<file path="src/llns_pkg.sv">
`timescale 1ns / 1ps
`default_nettype none

package llns_pkg;

    localparam int ADDR_W  = 32;
    localparam int PORT_W  = 16;
    localparam int LOAD_W  = 10;
    localparam int AGE_W   = 8;
    localparam int WGT_W   = 4;
    localparam int PROD_W  = WGT_W + LOAD_W;
    localparam int SCORE_W = PROD_W + 1;

    localparam int S_TDATA_W = 72;
    localparam int S_TUSER_W = 2;
    localparam int M_TDATA_W = 48;
    localparam int M_TUSER_W = 2;

    localparam int CFG_IDX_W  = 2;
    localparam int CFG_DATA_W = 8;

    localparam logic [LOAD_W-1:0] LOAD_MAX = 10'd1000;
    localparam logic [AGE_W-1:0]  AGE_MAX  = 8'hFF;

    localparam logic [AGE_W-1:0] TIMEOUT_RST    = 8'd5;
    localparam logic [WGT_W-1:0] CPU_WEIGHT_RST = 4'd6;
    localparam logic [WGT_W-1:0] RAM_WEIGHT_RST = 4'd4;

    typedef enum logic [1:0] {
        ACT_HEARTBEAT = 2'd0,
        ACT_TICK      = 2'd1,
        ACT_QUERY     = 2'd2,
        ACT_NONE      = 2'd3
    } action_t;

    typedef enum logic [CFG_IDX_W-1:0] {
        CFG_TIMEOUT    = 2'd0,
        CFG_CPU_WEIGHT = 2'd1,
        CFG_RAM_WEIGHT = 2'd2
    } cfg_idx_t;

    typedef struct packed {
        logic [ADDR_W-1:0] addr;
        logic [PORT_W-1:0] port;
        logic [LOAD_W-1:0] cpu;
        logic [LOAD_W-1:0] ram;
        logic [AGE_W-1:0]  age;
    } entry_t;

    typedef struct packed {
        logic start;
        logic issue;
        logic finish;
    } dp_cmd_t;

    typedef struct packed {
        logic last_issue;
        logic out_free;
    } dp_sts_t;

    function automatic logic [LOAD_W-1:0] clamp_load(input logic [LOAD_W-1:0] v);
        return (v > LOAD_MAX) ? LOAD_MAX : v;
    endfunction

endpackage

`default_nettype wire

</file>
<file path="src/llns_ctrl.sv">
`timescale 1ns / 1ps
`default_nettype none

module llns_ctrl
    import llns_pkg::*;
(
    input  wire logic    aclk,
    input  wire logic    aresetn,
    input  wire logic    s_tvalid,
    input  wire action_t s_action,
    input  wire dp_sts_t sts,
    output logic         s_tready,
    output dp_cmd_t      cmd
);

    typedef enum logic [3:0] {
        ST_IDLE   = 4'b0001,
        ST_SCAN   = 4'b0010,
        ST_DRAIN  = 4'b0100,
        ST_FINISH = 4'b1000
    } state_t;

    state_t state_reg, state_next;

    always_comb begin
        state_next = state_reg;
        cmd        = '0;
        s_tready   = 1'b0;
        case (state_reg)
            ST_IDLE: begin
                s_tready = 1'b1;
                if (s_tvalid) begin
                    cmd.start  = 1'b1;
                    state_next = (s_action == ACT_NONE) ? ST_FINISH : ST_SCAN;
                end
            end
            ST_SCAN: begin
                cmd.issue = 1'b1;
                if (sts.last_issue) begin
                    state_next = ST_DRAIN;
                end
            end
            // The last slot read returns and is processed here.
            ST_DRAIN: begin
                state_next = ST_FINISH;
            end
            ST_FINISH: begin
                if (sts.out_free) begin
                    cmd.finish = 1'b1;
                    state_next = ST_IDLE;
                end
            end
            default: begin
                state_next = ST_IDLE;
            end
        endcase
    end

    always_ff @(posedge aclk) begin
        if (!aresetn) begin
            state_reg <= ST_IDLE;
        end else begin
            state_reg <= state_next;
        end
    end

endmodule

`default_nettype wire

</file>
<file path="src/llns_datapath.sv">
`timescale 1ns / 1ps
`default_nettype none

module llns_datapath
    import llns_pkg::*;
#(
    parameter int ENTRIES = 16,
    parameter int IW      = 4
) (
    input  wire logic              aclk,
    input  wire logic              aresetn,
    input  wire dp_cmd_t           cmd,
    output dp_sts_t                sts,
    input  wire action_t           in_action,
    input  wire logic [ADDR_W-1:0] in_addr,
    input  wire logic [PORT_W-1:0] in_port,
    input  wire logic [LOAD_W-1:0] in_cpu,
    input  wire logic [LOAD_W-1:0] in_ram,
    input  wire logic [AGE_W-1:0]  timeout,
    input  wire logic [WGT_W-1:0]  cpu_w,
    input  wire logic [WGT_W-1:0]  ram_w,
    input  wire logic              m_tready,
    output logic                   m_tvalid,
    output logic                   out_success,
    output logic                   out_full,
    output logic [ADDR_W-1:0]      out_addr,
    output logic [PORT_W-1:0]      out_port
);

    entry_t mem [ENTRIES];

    // Request latched at acceptance.
    action_t           act_reg;
    logic [ADDR_W-1:0] key_addr_reg;
    logic [PORT_W-1:0] key_port_reg;
    logic [LOAD_W-1:0] cpu_reg;
    logic [LOAD_W-1:0] ram_reg;

    logic [IW-1:0]     issue_idx_reg;
    logic [IW-1:0]     rd_idx_reg;
    logic              rd_vld_reg;
    entry_t            rd_data_reg;

    logic [ENTRIES-1:0] valid_reg, valid_next;

    logic              hit_found_reg, hit_found_next;
    logic [IW-1:0]     hit_idx_reg, hit_idx_next;
    logic              free_found_reg, free_found_next;
    logic [IW-1:0]     free_idx_reg, free_idx_next;
    logic              best_found_reg, best_found_next;
    logic [SCORE_W-1:0] best_score_reg, best_score_next;
    logic [ADDR_W-1:0] best_addr_reg, best_addr_next;
    logic [PORT_W-1:0] best_port_reg, best_port_next;

    logic              m_tvalid_reg;
    logic              success_reg, full_reg;
    logic [ADDR_W-1:0] oaddr_reg;
    logic [PORT_W-1:0] oport_reg;

    logic              wr_en;
    logic [IW-1:0]     wr_idx;
    entry_t            wr_data;

    logic              slot_valid;
    logic              key_match;
    logic [PROD_W-1:0] prod_cpu, prod_ram;
    logic [SCORE_W-1:0] score;
    logic              hb_store;

    assign slot_valid = valid_reg[rd_idx_reg];
    assign key_match  = (rd_data_reg.addr == key_addr_reg) &&
                        (rd_data_reg.port == key_port_reg);
    assign prod_cpu   = PROD_W'(cpu_w) * PROD_W'(rd_data_reg.cpu);
    assign prod_ram   = PROD_W'(ram_w) * PROD_W'(rd_data_reg.ram);
    assign score      = SCORE_W'(prod_cpu) + SCORE_W'(prod_ram);
    assign hb_store   = hit_found_reg || free_found_reg;

    assign sts.last_issue = (issue_idx_reg == IW'(ENTRIES - 1));
    assign sts.out_free   = !m_tvalid_reg || m_tready;

    // Scan processing, one returned slot per cycle.
    always_comb begin
        valid_next      = valid_reg;
        hit_found_next  = hit_found_reg;
        hit_idx_next    = hit_idx_reg;
        free_found_next = free_found_reg;
        free_idx_next   = free_idx_reg;
        best_found_next = best_found_reg;
        best_score_next = best_score_reg;
        best_addr_next  = best_addr_reg;
        best_port_next  = best_port_reg;
        wr_en           = 1'b0;
        wr_idx          = rd_idx_reg;
        wr_data         = rd_data_reg;

        if (cmd.start) begin
            hit_found_next  = 1'b0;
            free_found_next = 1'b0;
            best_found_next = 1'b0;
        end else if (rd_vld_reg) begin
            case (act_reg)
                ACT_HEARTBEAT: begin
                    if (slot_valid) begin
                        if (!hit_found_reg && key_match) begin
                            hit_found_next = 1'b1;
                            hit_idx_next   = rd_idx_reg;
                        end
                    end else if (!free_found_reg) begin
                        free_found_next = 1'b1;
                        free_idx_next   = rd_idx_reg;
                    end
                end
                ACT_TICK: begin
                    if (slot_valid && rd_data_reg.age != AGE_MAX) begin
                        wr_en       = 1'b1;
                        wr_data.age = rd_data_reg.age + AGE_W'(1);
                    end
                end
                ACT_QUERY: begin
                    if (slot_valid) begin
                        if (rd_data_reg.age > timeout) begin
                            valid_next[rd_idx_reg] = 1'b0;
                        end else if (!best_found_reg || score < best_score_reg) begin
                            best_found_next = 1'b1;
                            best_score_next = score;
                            best_addr_next  = rd_data_reg.addr;
                            best_port_next  = rd_data_reg.port;
                        end
                    end
                end
                default: begin
                end
            endcase
        end else if (cmd.finish && act_reg == ACT_HEARTBEAT && hb_store) begin
            wr_en   = 1'b1;
            wr_idx  = hit_found_reg ? hit_idx_reg : free_idx_reg;
            wr_data = '{addr: key_addr_reg, port: key_port_reg,
                        cpu: cpu_reg, ram: ram_reg, age: '0};
            valid_next[wr_idx] = 1'b1;
        end
    end

    always_ff @(posedge aclk) begin
        if (wr_en) begin
            mem[wr_idx] <= wr_data;
        end
        if (cmd.issue) begin
            rd_data_reg <= mem[issue_idx_reg];
        end
    end

    always_ff @(posedge aclk) begin
        rd_idx_reg     <= issue_idx_reg;
        hit_idx_reg    <= hit_idx_next;
        free_idx_reg   <= free_idx_next;
        best_score_reg <= best_score_next;
        best_addr_reg  <= best_addr_next;
        best_port_reg  <= best_port_next;
        if (cmd.start) begin
            act_reg      <= in_action;
            key_addr_reg <= in_addr;
            key_port_reg <= in_port;
            cpu_reg      <= clamp_load(in_cpu);
            ram_reg      <= clamp_load(in_ram);
        end
        if (cmd.finish) begin
            success_reg <= ((act_reg == ACT_HEARTBEAT) && hb_store) ||
                           ((act_reg == ACT_QUERY) && best_found_reg);
            full_reg    <= (act_reg == ACT_HEARTBEAT) && !hb_store;
            oaddr_reg   <= ((act_reg == ACT_QUERY) && best_found_reg) ? best_addr_reg : '0;
            oport_reg   <= ((act_reg == ACT_QUERY) && best_found_reg) ? best_port_reg : '0;
        end
    end

    always_ff @(posedge aclk) begin
        if (!aresetn) begin
            valid_reg      <= '0;
            issue_idx_reg  <= '0;
            rd_vld_reg     <= 1'b0;
            hit_found_reg  <= 1'b0;
            free_found_reg <= 1'b0;
            best_found_reg <= 1'b0;
            m_tvalid_reg   <= 1'b0;
        end else begin
            valid_reg      <= valid_next;
            rd_vld_reg     <= cmd.issue;
            hit_found_reg  <= hit_found_next;
            free_found_reg <= free_found_next;
            best_found_reg <= best_found_next;
            if (cmd.start) begin
                issue_idx_reg <= '0;
            end else if (cmd.issue) begin
                issue_idx_reg <= issue_idx_reg + IW'(1);
            end
            if (cmd.finish) begin
                m_tvalid_reg <= 1'b1;
            end else if (m_tready) begin
                m_tvalid_reg <= 1'b0;
            end
        end
    end

    assign m_tvalid    = m_tvalid_reg;
    assign out_success = success_reg;
    assign out_full    = full_reg;
    assign out_addr    = oaddr_reg;
    assign out_port    = oport_reg;

endmodule

`default_nettype wire

</file>
<file path="src/least_loaded_node_selector.sv">
`timescale 1ns / 1ps
`default_nettype none

// Channel   Direction  Handshake                    Payload
// s_        in         s_tvalid / s_tready          heartbeat, tick or query request
// m_        out        m_tvalid / m_tready          one result per request
// cfg_      in         cfg_valid / cfg_ready        register index and write data
//
// Each scan reads the single-port table one slot per cycle, then a drain step processes the last
// read and a finish step registers the result; an unused action skips the scan and drain steps.
// Synchronous active-low reset clears the slot valid bits, the controller and the
// registers to their defaults; there is no clearing pass over the memory.
// The next request is taken the cycle after a result issues, even while it waits on m_tready;
// only the step that hands over the following result waits for the output register to free.

module least_loaded_node_selector
    import llns_pkg::*;
#(
    parameter int ENTRIES = 16
) (
    input  wire logic                  aclk,
    input  wire logic                  aresetn,
    input  wire logic                  s_tvalid,
    output logic                       s_tready,
    // node_addr[31:0], node_port[47:32], cpu_load[57:48], ram_load[67:58], zero pad
    input  wire logic [S_TDATA_W-1:0]  s_tdata,
    // action[1:0]
    input  wire logic [S_TUSER_W-1:0]  s_tuser,
    output logic                       m_tvalid,
    input  wire logic                  m_tready,
    // best_addr[31:0], best_port[47:32]
    output logic [M_TDATA_W-1:0]       m_tdata,
    // success[0], table_full[1]
    output logic [M_TUSER_W-1:0]       m_tuser,
    input  wire logic                  cfg_valid,
    output logic                       cfg_ready,
    input  wire logic [CFG_IDX_W-1:0]  cfg_index,
    input  wire logic [CFG_DATA_W-1:0] cfg_data
);

    localparam int IW = (ENTRIES > 1) ? $clog2(ENTRIES) : 1;

    logic [AGE_W-1:0] timeout_reg;
    logic [WGT_W-1:0] cpu_w_reg;
    logic [WGT_W-1:0] ram_w_reg;

    dp_cmd_t           cmd;
    dp_sts_t           sts;
    action_t           s_action;
    logic              out_success, out_full;
    logic [ADDR_W-1:0] out_addr;
    logic [PORT_W-1:0] out_port;

    assign s_action  = action_t'(s_tuser[1:0]);
    assign cfg_ready = 1'b1;

    always_ff @(posedge aclk) begin
        if (!aresetn) begin
            timeout_reg <= TIMEOUT_RST;
            cpu_w_reg   <= CPU_WEIGHT_RST;
            ram_w_reg   <= RAM_WEIGHT_RST;
        end else if (cfg_valid && cfg_ready) begin
            case (cfg_idx_t'(cfg_index))
                CFG_TIMEOUT:    timeout_reg <= cfg_data[AGE_W-1:0];
                CFG_CPU_WEIGHT: cpu_w_reg   <= cfg_data[WGT_W-1:0];
                CFG_RAM_WEIGHT: ram_w_reg   <= cfg_data[WGT_W-1:0];
                default: begin
                end
            endcase
        end
    end

    llns_ctrl u_ctrl (
        .aclk     (aclk),
        .aresetn  (aresetn),
        .s_tvalid (s_tvalid),
        .s_action (s_action),
        .sts      (sts),
        .s_tready (s_tready),
        .cmd      (cmd)
    );

    llns_datapath #(
        .ENTRIES (ENTRIES),
        .IW      (IW)
    ) u_datapath (
        .aclk        (aclk),
        .aresetn     (aresetn),
        .cmd         (cmd),
        .sts         (sts),
        .in_action   (s_action),
        .in_addr     (s_tdata[31:0]),
        .in_port     (s_tdata[47:32]),
        .in_cpu      (s_tdata[57:48]),
        .in_ram      (s_tdata[67:58]),
        .timeout     (timeout_reg),
        .cpu_w       (cpu_w_reg),
        .ram_w       (ram_w_reg),
        .m_tready    (m_tready),
        .m_tvalid    (m_tvalid),
        .out_success (out_success),
        .out_full    (out_full),
        .out_addr    (out_addr),
        .out_port    (out_port)
    );

    assign m_tdata = {out_port, out_addr};
    assign m_tuser = {out_full, out_success};

    // A request occupies the block, so the cycle after acceptance is never ready.
    a_busy_after_accept: assert property (@(posedge aclk) disable iff (!aresetn)
        s_tvalid && s_tready |=> !s_tready)
        else $error("request accepted while previous one in progress");

    a_full_not_success: assert property (@(posedge aclk) disable iff (!aresetn)
        m_tvalid |-> !(m_tuser[0] && m_tuser[1]))
        else $error("table_full and success both set");

    a_fail_zero_payload: assert property (@(posedge aclk) disable iff (!aresetn)
        m_tvalid && !m_tuser[0] |-> m_tdata == '0)
        else $error("failed result carries a node address");

endmodule

`default_nettype wire

</file>
<file path="config.mk">
export PLATFORM = sky130hd
export DESIGN_NAME = least_loaded_node_selector
export DESIGN_NICKNAME = d
export VERILOG_FILES = /design/src/llns_pkg.sv /design/src/llns_ctrl.sv /design/src/llns_datapath.sv /design/src/least_loaded_node_selector.sv
export SDC_FILE = /design/constraint.sdc
export NUM_CORES = 2
export LEC_CHECK = 0
export BUFFER_PORTS_ARGS = -buffer_cell sky130_fd_sc_hd__buf_2
export CAP_MARGIN = 20
export CORE_ASPECT_RATIO = 2
export CORE_MARGIN = 3
export CORE_UTILIZATION = 45
export DETAILED_ROUTE_END_ITERATION = 10
export PLACE_DENSITY = 0.59
export SLEW_MARGIN = 30
export SYNTH_ARGS = -nofsm -noshare
export SYNTH_HDL_FRONTEND = slang
export SYNTH_HIERARCHICAL = 1
export SYNTH_SLANG_ARGS = --single-unit
</file>
<file path="constraint.sdc">
create_clock -name aclk -period 28.7 [get_ports aclk]
set_clock_uncertainty 0.2 [all_clocks]
set_input_delay 4.305 -clock aclk [delete_from_list [all_inputs] [get_ports aclk]]
set_output_delay 4.305 -clock aclk [all_outputs]
set_load 0.03 [all_outputs]
</file>
==> results.ini <==
[floorplan]
io_pins = 142
die_h_um = 527
die-width_um = 267
dieArea_mm2 = 0.141
row_count = 190
core_area_mm2 = 0.135
start_util_pct = 45.4

[timing]
rsz0062_at_grt = no
hold_viol = 0
worst_pin_slew_ns = 1.02
setup_tns_ns = 0
fin_crit_sh_pct = 32.8
max_freq_ghz = 0.106
fin_crit_ns = 9.42
setup_viol = 0
fin_ws_ns = 19.28
relSlewSlack_pct = 32.3
slew_viol_final = 0

[critical_path]
worstSetupPathType = in2reg
cp_max_fo = 41
path_delay_family = buffers and inverters
arrival_ns = 9.61
cpPeakStageDelay_ns = 0.80
r2r-start = cpu_w_reg[2]
worstPathBufferInverterCount = 8
required_ns = 28.88
crit_top_cell = buf_4
critPathLaunchType = primary input
crit_chain = buf_2 > nand2b_1 > inv_1 > nor2_4 > buf_4 > o21ai_0 > nor3_2 > buf_4 > buf_4 > a31oi_1 > buf_4 > nor2_4 > buf_4 > buf_4
crit_path_top_delay_cell = buf_4
end_kind = register
startpoint = m_tready

[global_route]
grt_max_degree = 116
grt_overflow = 0
track_usage_pct = 22.2
grt_pass1_wl_mm = 223
grt_pass1_vias = 31900
antenna_found_initial = 4

[yosys]
synthFlopType = edfxtp_1
synthCells = 3010
synth_top_area_share_pct = 72.8
synth-seq-cells = 1532
synth_seq_area_share_pct = 74.4
synth_cell_types = 67
avgSynthCellArea_um2 = 20.3
synth_edf_count = 1483
ys_warn_count = 6
syn_nets = 3204
synthesis.area_mm2 = 0.0611
synth_area_leader_cell = edfxtp_1
async_reset_ff_share_pct = 0
synth_area_leaders = edfxtp_1 (73%), mux4_2 (14%), fa_1 (1.8%)

[placed_design]
port-buffer-count = 136
place_area_mm2 = 0.0641
hpwl_mm = 82.4
placedCellCount = 4793
pre_cts_slack_ns = 18.47
gp_congestion = 0.809

[cts]
postCtsSetupRepairBufs = 0
cts_max_level = 4
clock_latency_ns = 0.77
numCtsBuffers = 137
clk_pin_slew_ns = 0.07
clock-sinks = 1532
cts_root_buf = clkbuf_16
cts_tree = yes
cts_hold_buf = 0
cts-resized-gates = 0
cts_buffer_depth = 3

[layout]
fillCellCount = 10600
ff_latch_area_mm2 = 0.0455
syn_to_final_growth_pct = 12.7
stdcell_count = 5047
fin_nets = 3404
final_area_mm2 = 0.0689
multiInputGateArea_mm2 = 0.0148
largest_reg_flops = 1216
final_common_cell = edfxtp_1
layout-drive-gt1-share_pct = 25.5
utilization_pct = 51.2
final_cell_mix = edfxtp_1 (1483), mux4_2 (384), nand2_1 (266), clkbuf_16 (142), buf_2 (137)

[detailed_routing]
firstDrtPassIters = 6
routedWlPerCell_um = 30.3
via_per_inst = 5.89
drcViolationCount = 0
dr_total_vias = 29700
drt_iter0_drc = 3053
wirelength_mm = 153
antenna_left = 0

[run_status]
status = complete, no violations

[pwr]
p_per_area_mw_per_mm2 = 66.2
leakage_nw = 22.1
cell_internal_pwr_w = 0.00360
combPwrFrac_pct = 4.1
clockPowerShare_pct = 41.8
peakVddDrop_mv = 0.0413
switching_share_pct = 21.1
p_switching_w = 0.000965
seqPwrFrac_pct = 54.1

[worst_hold_path]
hp-class = reg2reg
hp-start = timeout_reg[6]

[job]
drv_cap = 0

-- area by class of cell --
type	instances	area share, %
antenna	1	0.00363
clock buffer	164	5.28
clock inverter	83	1.47
inverter	96	0.523
multi-input combinational	1240	21.5
sequential	1532	66.1
tap	1728	3.14
timing repair buffer	203	1.99
-- Yosys cell counts, types with 6 or more instances --
library cell and number:
nand2b_1 7, o21ai_0 17, nand2_1 266, edfxtp_1 1483, a32o_1 6, nor4_1 14
xnor2_1 41, nor2b_1 13, a21oi_1 17, and2_1 74, buf_1 23, fa_1 54
inv_1 96, nor3_1 11, ha_1 51, a21o_1 9, mux2i_1 23, nand3_1 18
mux4_2 384, xor2_1 22, buf_4 6, and3_1 60, nand4_1 20, buf_2 36
clkbuf_1 75, dfxtp_1 49, nor2_1 54, o221a_2 6
-- path summary, 6_finish.rpt --
path | cells past startpoint | to | slack, ns
setup / recovery | 14 | u_datapath/mem[11][44] | 19.28
setup reg to reg | 21 | u_datapath/best_addr_reg[27] | 21.41
hold reg to reg | 2 | timeout_reg[6] | 0.27
hold / removal | 2 | timeout_reg[6] | 0.27
-- power groups by stage --
stage	clock network, W	registers (W)	logic (W)
after floorplan	0	0.00251	0.000129
after global placement	0	0.00252	0.000186
after detailed placement	0	0.00252	0.000189
after CTS	0.00195	0.00247	0.000190
after global routing	0.00203	0.00247	0.000208
final	0.00191	0.00247	0.000187
-- layer usage --
| metal | vias up | global-route usage (%) | share of wire [%] |
|---|---|---|---|
| met5 | - | 0 | 0 |
| met4 | 0 | 7.06 | 3.0 |
| met3 | 223 | 3.45 | 5.0 |
| met2 | 923 | 38.8 | 53 |
| met1 | 16100 | 28.5 | 39 |
| li1 | 12500 | - | - |
-- per-stage QoR --
step                      hold WS (ns)  total power (W)
after floorplan                  0.126          0.00264
after global placement           0.255          0.00270
after detailed placement         0.262          0.00270
after CTS                        0.275          0.00461
after global routing             0.293          0.00471
final                            0.271          0.00456
-- worst register-to-register path, stage by stage (launching register included) --
cell,delay [ns]
dfxtp_1,0.61
nand2_1,0.16
fa_1,0.53
fa_1,0.54
inv_1,0.05
fa_1,0.47
inv_1,0.05
fa_1,0.47
inv_1,0.07
ha_1,0.29
a211oi_1,0.34
o21ai_0,0.20
a31oi_1,0.38
nor2_1,0.09
a221o_1,0.36
xnor2_1,0.25
ha_1,0.29
nand3_1,0.22
nor4_1,0.11
o41ai_1,0.15
nor4b_2,0.42
buf_6,0.61
-- logic make-up (layout without fill, tap and decap cells) --
family | after synthesis | count (layout) | synth area share (%)
flip-flops | 1532 | 1532 | 74.4
AND/OR/NAND/NOR | 561 | 561 | 4.49
multiplexers | 410 | 410 | 14.6
buffers and inverters | 238 | 546 | 1.60
adder cells (fa/ha/maj) | 105 | 105 | 2.81
AO/OA/AOI/OAI | 100 | 100 | 1.17
XOR/XNOR | 63 | 63 | 0.902
other | 1 | 2 | 0.00613
No activity file was read; power rests on OpenSTA's default activity.
